**src/rtl/asr_pkg.sv**
```systemverilog
`default_nettype none
// ----------------------------------------------------------------------------
// asr_pkg
// Shared constants and controller/datapath signal groups for the sorter.
// ----------------------------------------------------------------------------
package asr_pkg;

    localparam int CAPACITY_DEF = 64;
    localparam int VALUE_W      = 32;

    // Controller to datapath commands
    typedef struct packed {
        logic accept;    // capture request value, target slot = count, read count-1
        logic set_ovf;   // drop request, flag overflow
        logic shift;     // move read element up one slot, read the next lower one
        logic place;     // write held value at target slot, bump count
        logic emit_rd;   // read element at emit index
        logic emit_adv;  // advance emit index
        logic emit_done; // clear count, overflow and emit index
    } cmd_t;

    // Datapath to controller status
    typedef struct packed {
        logic full;       // store holds CAPACITY elements
        logic count_zero; // store empty
        logic pos_one;    // target slot is 1
        logic greater;    // element read is greater than the held value
        logic emit_last;  // emit index points at the final element
    } status_t;

endpackage
`default_nettype wire

```
**src/rtl/asr_dpath.sv**
```systemverilog
`default_nettype none
// ----------------------------------------------------------------------------
// asr_dpath
// Element store, insertion pointers, emit index and result register.
// ----------------------------------------------------------------------------
module asr_dpath #(
    parameter int CAPACITY = asr_pkg::CAPACITY_DEF
) (
    input  wire logic                          aclk,
    input  wire logic                          aresetn,
    input  wire asr_pkg::cmd_t                 cmd,
    output asr_pkg::status_t                   status,
    input  wire logic [asr_pkg::VALUE_W-1:0]   in_value,
    output logic      [asr_pkg::VALUE_W-1:0]   out_value,
    output logic                               out_last,
    output logic                               out_ovf
);

    localparam int AW = (CAPACITY > 1) ? $clog2(CAPACITY) : 1;
    localparam int CW = $clog2(CAPACITY + 1);
    localparam logic [CW-1:0] CAP_C  = CW'(CAPACITY);
    localparam logic [CW-1:0] ONE_C  = CW'(1);
    localparam logic [AW-1:0] ONE_A  = AW'(1);
    localparam logic [AW-1:0] TWO_A  = AW'(2);

    logic [asr_pkg::VALUE_W-1:0] mem [CAPACITY];

    logic [asr_pkg::VALUE_W-1:0] val_reg;
    logic [asr_pkg::VALUE_W-1:0] rd_data_reg;
    logic [CW-1:0]               count_reg, count_next;
    logic                        ovf_reg, ovf_next;
    logic [AW-1:0]               pos_reg, pos_next;
    logic [AW-1:0]               k_reg, k_next;

    logic                        wr_en;
    logic [AW-1:0]               wr_addr;
    logic [asr_pkg::VALUE_W-1:0] wr_data;
    logic                        rd_en;
    logic [AW-1:0]               rd_addr;
    logic [CW-1:0]               count_m1;

    assign count_m1 = count_reg - ONE_C;

    // Memory port control
    always_comb begin
        wr_en   = cmd.shift | cmd.place;
        wr_addr = pos_reg;
        wr_data = cmd.shift ? rd_data_reg : val_reg;
        rd_en   = 1'b0;
        rd_addr = k_reg;
        if (cmd.accept) begin
            rd_en   = (count_reg != '0);
            rd_addr = count_m1[AW-1:0];
        end else if (cmd.shift) begin
            rd_en   = (pos_reg != ONE_A);
            rd_addr = pos_reg - TWO_A;
        end else if (cmd.emit_rd) begin
            rd_en   = 1'b1;
            rd_addr = k_reg;
        end
    end

    always_ff @(posedge aclk) begin
        if (wr_en) begin
            mem[wr_addr] <= wr_data;
        end
        if (rd_en) begin
            rd_data_reg <= mem[rd_addr];
        end
        if (cmd.accept) begin
            val_reg <= in_value;
        end
    end

    // Counters and pointers
    always_comb begin
        count_next = count_reg;
        ovf_next   = ovf_reg;
        pos_next   = pos_reg;
        k_next     = k_reg;
        if (cmd.accept) begin
            pos_next = count_reg[AW-1:0];
        end
        if (cmd.shift) begin
            pos_next = pos_reg - ONE_A;
        end
        if (cmd.place) begin
            count_next = count_reg + ONE_C;
        end
        if (cmd.set_ovf) begin
            ovf_next = 1'b1;
        end
        if (cmd.emit_adv) begin
            k_next = k_reg + ONE_A;
        end
        if (cmd.emit_done) begin
            count_next = '0;
            ovf_next   = 1'b0;
            k_next     = '0;
        end
    end

    always_ff @(posedge aclk) begin
        if (!aresetn) begin
            count_reg <= '0;
            ovf_reg   <= 1'b0;
            pos_reg   <= '0;
            k_reg     <= '0;
        end else begin
            count_reg <= count_next;
            ovf_reg   <= ovf_next;
            pos_reg   <= pos_next;
            k_reg     <= k_next;
        end
    end

    always_comb begin
        status.full       = (count_reg == CAP_C);
        status.count_zero = (count_reg == '0);
        status.pos_one    = (pos_reg == ONE_A);
        status.greater    = ($signed(rd_data_reg) > $signed(val_reg));
        status.emit_last  = ({{(CW-AW){1'b0}}, k_reg} == count_m1);
    end

    assign out_value = rd_data_reg;
    assign out_last  = status.emit_last;
    assign out_ovf   = ovf_reg;

endmodule
`default_nettype wire

```
**src/rtl/asr_ctrl.sv**
```systemverilog
`default_nettype none
// ----------------------------------------------------------------------------
// asr_ctrl
// Sequencer for insertion on load and in-order readout on emit.
// ----------------------------------------------------------------------------
module asr_ctrl (
    input  wire logic             aclk,
    input  wire logic             aresetn,
    input  wire logic             s_tvalid,
    output logic                  s_tready,
    input  wire logic             s_tlast,
    output logic                  m_tvalid,
    input  wire logic             m_tready,
    output asr_pkg::cmd_t         cmd,
    input  wire asr_pkg::status_t status
);

    localparam logic [2:0] S_IDLE     = 3'd0;
    localparam logic [2:0] S_SHIFT    = 3'd1;
    localparam logic [2:0] S_PLACE    = 3'd2;
    localparam logic [2:0] S_EMIT_RD  = 3'd3;
    localparam logic [2:0] S_EMIT_OUT = 3'd4;

    logic [2:0] state_reg, state_next;
    logic       last_reg, last_next;

    always_comb begin
        state_next = state_reg;
        last_next  = last_reg;
        cmd        = '0;
        s_tready   = 1'b0;
        m_tvalid   = 1'b0;
        unique case (state_reg)
            S_IDLE: begin
                s_tready = 1'b1;
                if (s_tvalid) begin
                    if (status.full) begin
                        cmd.set_ovf = 1'b1;
                        state_next  = s_tlast ? S_EMIT_RD : S_IDLE;
                    end else begin
                        cmd.accept = 1'b1;
                        last_next  = s_tlast;
                        state_next = status.count_zero ? S_PLACE : S_SHIFT;
                    end
                end
            end
            S_SHIFT: begin
                if (status.greater) begin
                    cmd.shift  = 1'b1;
                    state_next = status.pos_one ? S_PLACE : S_SHIFT;
                end else begin
                    cmd.place  = 1'b1;
                    state_next = last_reg ? S_EMIT_RD : S_IDLE;
                end
            end
            S_PLACE: begin
                cmd.place  = 1'b1;
                state_next = last_reg ? S_EMIT_RD : S_IDLE;
            end
            S_EMIT_RD: begin
                cmd.emit_rd = 1'b1;
                state_next  = S_EMIT_OUT;
            end
            S_EMIT_OUT: begin
                m_tvalid = 1'b1;
                if (m_tready) begin
                    if (status.emit_last) begin
                        cmd.emit_done = 1'b1;
                        state_next    = S_IDLE;
                    end else begin
                        cmd.emit_adv = 1'b1;
                        state_next   = S_EMIT_RD;
                    end
                end
            end
            default: begin
                state_next = S_IDLE;
            end
        endcase
    end

    always_ff @(posedge aclk) begin
        if (!aresetn) begin
            state_reg <= S_IDLE;
            last_reg  <= 1'b0;
        end else begin
            state_reg <= state_next;
            last_reg  <= last_next;
        end
    end

endmodule
`default_nettype wire

```
**src/rtl/ascending_sorter_core.sv**
```systemverilog
`default_nettype none
// ----------------------------------------------------------------------------
// ascending_sorter_core
// Streaming sorter: loads a list of signed 32-bit values, emits it ascending.
// ----------------------------------------------------------------------------
// A list arrives one value per request on the s_ side; the request with
// s_tlast high closes it. Each value is inserted into a CAPACITY-entry store
// kept in ascending order (equal values go after those already held), so a
// load request holds off the next one while every held value greater than
// the new one is moved up one slot: the store has one read and one write
// port, and elements are moved one at a time. After the closing request the
// list comes out on the m_ side in ascending order, each result read from
// the store and then presented until the sink takes it, with m_tlast
// on the final value. Values beyond CAPACITY are dropped, and every result of
// that list then carries the overflow flag in m_tuser. The store needs no
// clearing after reset; only entries written for the current list are read.
// ----------------------------------------------------------------------------
module ascending_sorter_core #(
    parameter int CAPACITY = asr_pkg::CAPACITY_DEF
) (
    input  wire logic        aclk,
    input  wire logic        aresetn,
    // request in
    input  wire logic        s_tvalid,
    output logic             s_tready,
    input  wire logic [31:0] s_tdata,   // [31:0] value
    input  wire logic        s_tlast,   // last
    // result out
    output logic             m_tvalid,
    input  wire logic        m_tready,
    output logic [31:0]      m_tdata,   // [31:0] sorted_value
    output logic             m_tlast,   // last_out
    output logic [0:0]       m_tuser    // [0] overflow
);

    asr_pkg::cmd_t    cmd;
    asr_pkg::status_t status;
    logic             out_ovf;

    // Sequence insertion and readout
    asr_ctrl u_ctrl (
        .aclk     (aclk),
        .aresetn  (aresetn),
        .s_tvalid (s_tvalid),
        .s_tready (s_tready),
        .s_tlast  (s_tlast),
        .m_tvalid (m_tvalid),
        .m_tready (m_tready),
        .cmd      (cmd),
        .status   (status)
    );

    // Hold the sorted store, pointers and the presented result
    asr_dpath #(
        .CAPACITY (CAPACITY)
    ) u_dpath (
        .aclk      (aclk),
        .aresetn   (aresetn),
        .cmd       (cmd),
        .status    (status),
        .in_value  (s_tdata),
        .out_value (m_tdata),
        .out_last  (m_tlast),
        .out_ovf   (out_ovf)
    );

    assign m_tuser = out_ovf;

endmodule
`default_nettype wire

```
**config.mk**
```make
export PLATFORM = sky130hd
export DESIGN_NAME = ascending_sorter_core
export DESIGN_NICKNAME = d
export VERILOG_FILES = /design/src/rtl/asr_pkg.sv /design/src/rtl/asr_dpath.sv /design/src/rtl/asr_ctrl.sv /design/src/rtl/ascending_sorter_core.sv
export SDC_FILE = /design/constraint.sdc
export NUM_CORES = 2
export LEC_CHECK = 0
export BUFFER_PORTS_ARGS = -buffer_cell sky130_fd_sc_hd__buf_2
export CAP_MARGIN = 20
export CORE_MARGIN = 5
export CORE_UTILIZATION = 57
export DETAILED_ROUTE_END_ITERATION = 16
export HOLD_SLACK_MARGIN = 0.1
export PLACE_DENSITY = 0.79
export SLEW_MARGIN = 20
export SYNTH_ARGS = -nofsm -noshare
export SYNTH_HDL_FRONTEND = slang
export SYNTH_SLANG_ARGS = --single-unit
```
**constraint.sdc**
```tcl
create_clock -name aclk -period 5.78 [get_ports aclk]
set_input_delay 1.156 -clock aclk [delete_from_list [all_inputs] [get_ports aclk]]
set_output_delay 1.156 -clock aclk [all_outputs]
set_load 0.05 [all_outputs]
```
==> flow_summary_export.csv <==
group,metric,value,unit
status,outcome,"complete, but fails checks",
status,violations,"DRC",
worst_hold_path,hold_path.class,"in -> reg",
place,post-dp-hpwl,138,mm
timing,maxSlewViolCount,0,
timing,finClkSkew,59.5,ps
timing,min_period_over_period,98.9,%
floorplanning,pin_count,73,
global_routing,grt_pass1_wl,352,mm
cts,cts_tree,"done",
cts,htree_levels,4,
global_routing,grt_overflow,0,
pwr,power_density,516,nW/µm²
critical_path,critPathCaptureType,"flip-flop",
finish,area_growth,15.1,%
yosys,postSynth.topFlopCell,"edfxtp_1",
finish,final.fill_count,8933,
drt,vias,52200,
yosys,synth.distinct_cells,65,
floorplanning,die_x,392,µm
global_routing,grt_pass1_vias,51500,
pwr,p_leak,32.0,nW
cts,cts_made_buffers,195,
worst_hold_path,min_from,"s_tdata[4]",
drt,drtIter0Drc,9121,
yosys,ys_seq_elements,2136,
yosys,synthCells,5142,
yosys,synth_edf_count,2112,
floorplanning,design.core.area,145000,µm²
yosys,ys_seq_area_share,76.7,%
timing,grt_setup_unrepaired,"false",
drt,post-route-drc-count,2,
place,dpl_cell_area,89300,µm²
cts,path_clk_slew,70,ps
floorplanning,fp.dieArea,154000,µm²
drt,firstDrtPassIters,14,
critical_path,crit_type,"reg -> reg",
cts,cts_resized,0,
global_routing,antenna_found_initial,13,
critical_path,cp.arrival,6270,ps
yosys,syn_nets,5222,
finish,multi_input_area,18700,µm²
finish,largest_reg_flops,2048,
yosys,netlist_area,83300,µm²
timing,final_hold_viol_count,0,
critical_path,rrSetupSlack,60,ps
timing,slew_headroom,21.7,%
drt,via_per_inst,6.92,
cts,root_buffer,"clkbuf_16",
drt,wl_per_cell,33.0,µm
place,portBuffers,72,
drt,wl,249,mm
timing,fmax,175,MHz
global_routing,grt_use_total,32.0,%
cts,insertion_delay,860,ps
global_routing,grt_max_degree,94,
drt,ant_nets,0,
finish,design_area,95800,µm²
cts,cts_buffer_depth,3,
critical_path,critPathLaunchType,"flip-flop",
pwr,peakVddDrop,0.000320,V
cts,tritoncts_num_sinks,2136,
yosys,syn_area_per_cell,16.2,µm²
critical_path,r2r-end,"u_dpath.out_value[30]$_DFFE_PP_",
finish,seqCellArea,63900,µm²
critical_path,critical_path_required,6340,ps
job,drv_cap,0,
critical_path,reg2reg_from,"u_dpath.val_reg[14]$_DFFE_PP_",
timing,worst_slew_pin_slew,1170,ps
floorplanning,initial_core_util,57.3,%
critical_path,reg2regPathDepth,16,
critical_path,critPathMaxFanout,23,
cts,cts_setup_buffers,0,
timing,fin_crit,5720,ps
yosys,synth_async_sr_flop_share,0,%
finish,layout.nets,5538,
floorplanning,die_h,392,µm
yosys,synth_warnings,0,
worst_hold_path,hold_path_end,"u_dpath.val_reg[4]$_DFFE_PP_",
worst_hold_path,hold_depth,1,
finish,final_core_util,65.9,%
timing,holdWs,483,ps
finish,drive_gt1_share,18.0,%
cts,cts-hold-fix-buffers,0,
place,place_congestion,0.943,
floorplanning,num_rows,140,
timing,setup_violations,0,
## layout by cell type (no fill, tap or decap), drive strengths merged, types with 13 or more instances in the layout
| cell | instances |
|---|---|
| o21ai | 52 |
| clkbuf | 240 |
| a32oi | 156 |
| nand2 | 1124 |
| a21oi | 23 |
| nand3 | 404 |
| dfxtp | 24 |
| xnor2 | 13 |
| nor3 | 14 |
| or3 | 30 |
| a22oi | 79 |
| mux4 | 196 |
| edfxtp | 2112 |
| nand4 | 172 |
| inv | 50 |
| bufinv | 21 |
| buf | 415 |
| ha | 43 |
| nor2 | 105 |
| clkinv | 81 |
| mux2i | 132 |
## how the worst max path moves through the flow
stage,start,end
final,u_dpath.val_reg[14]$_DFFE_PP_,u_dpath.out_value[30]$_DFFE_PP_
after detailed placement,u_dpath.out_value[10]$_DFFE_PP_,u_dpath.out_value[30]$_DFFE_PP_
after CTS,u_dpath.val_reg[14]$_DFFE_PP_,u_dpath.out_value[5]$_DFFE_PP_
after global routing,u_dpath.val_reg[14]$_DFFE_PP_,u_dpath.out_value[13]$_DFFE_PP_
after floorplan,u_dpath.out_value[14]$_DFFE_PP_,u_dpath.mem[0][11]$_DFFE_PP_
after global placement,u_dpath.out_value[10]$_DFFE_PP_,u_dpath.out_value[30]$_DFFE_PP_
## power by group
group          internal (mW)  switching [mW]
combinational           5.73            11.5
sequential              18.9           0.338
clock                   7.20            5.68
total                   31.8            17.6
## through the flow
stage          std cells  setup TNS (ps)  setup WS [ps]  total power [mW]
2_1_floorplan       5142         -270280           -208              29.3
3_3_place_gp        7164               0            436              35.4
4_1_cts             7526               0            285              48.8
5_1_grt             7537               0           56.7              50.8
6_report            7538               0           64.9              49.4
3_5_place_dp        7168               0            368              35.9
## cells by family (layout without fill, tap and decap cells)
logic type / after synthesis / count (layout) / synth area share, %
AO/OA/AOI/OAI: 365 / 365 / 3.38
XOR/XNOR: 24 / 24 / 0.252
adder cells (fa/ha/maj): 43 / 43 / 0.646
buffers and inverters: 339 / 816 / 1.99
flip-flops: 2136 / 2136 / 76.7
multiplexers: 331 / 331 / 6.93
other: 0 / 2 / 0
AND/OR/NAND/NOR: 1904 / 1904 / 10.1
## synthesized netlist by cell type, types with 3 or more instances
master,instances,share of area (%)
buf_1,20,0.090
edfxtp_1,2112,76
a21oi_1,23,0.14
a211oi_1,3,0.027
mux4_2,196,5.3
a32o_1,6,0.072
clkbuf_1,142,0.64
a32oi_1,156,1.6
nor2b_1,6,0.045
buf_12,3,0.072
nor4_1,5,0.038
inv_1,43,0.19
mux2_2,3,0.041
ha_1,43,0.65
a22o_1,3,0.032
nand2_1,1124,5.1
mux2i_1,132,1.6
buf_8,3,0.054
nand3_1,403,2.4
buf_2,95,0.57
xnor2_1,13,0.14
a31oi_1,8,0.060
dfxtp_1,24,0.58
o21a_1,4,0.036
nand2b_1,5,0.038
a22oi_1,79,0.71
and4_1,5,0.053
and3_1,7,0.053
xor2_1,11,0.12
buf_4,18,0.16
and2_1,9,0.068
or4_1,4,0.036
a21boi_0,5,0.045
buf_6,15,0.20
a21o_1,4,0.036
a221oi_1,5,0.053
nor2_1,105,0.47
nor3_1,13,0.078
nand4_1,171,1.3
o21ai_0,52,0.31
nand3b_1,7,0.063
or3_1,30,0.23
## area by class of cell
class | instances | share of cell area [%]
Antenna cell | 2 | 0.00522
Clock inverter | 118 | 1.24
Clock buffer | 240 | 5.31
Sequential cell | 2136 | 66.7
Timing Repair Buffer | 415 | 4.54
Inverter | 43 | 0.168
Multi-Input combinational cell | 2667 | 19.5
Tap cell | 1917 | 2.50
## worst max-delay path: stages (launching register included)
cell and delay, ps:
edfxtp_1 380, inv_1 260, ha_1 360, a21oi_1 270, nand2_1 120, a221o_1 410
o31a_2 440, o211ai_2 260, nand3_1 390, o221a_4 480, buf_12 210, buf_4 220
nand2_1 90, nand3_1 80, a32oi_1 560, nand4_1 290, or4_1 580
## routing by layer
metal	global-route usage (%)	routed length (µm)	vias to the layer above
met2	48.0	111000	4985
li1	-	-	20600
met3	10.1	38900	1045
met4	18.4	17900	10
met1	41.8	80800	25600
met5	0	60	-
No activity file was read; power rests on OpenSTA's default activity.
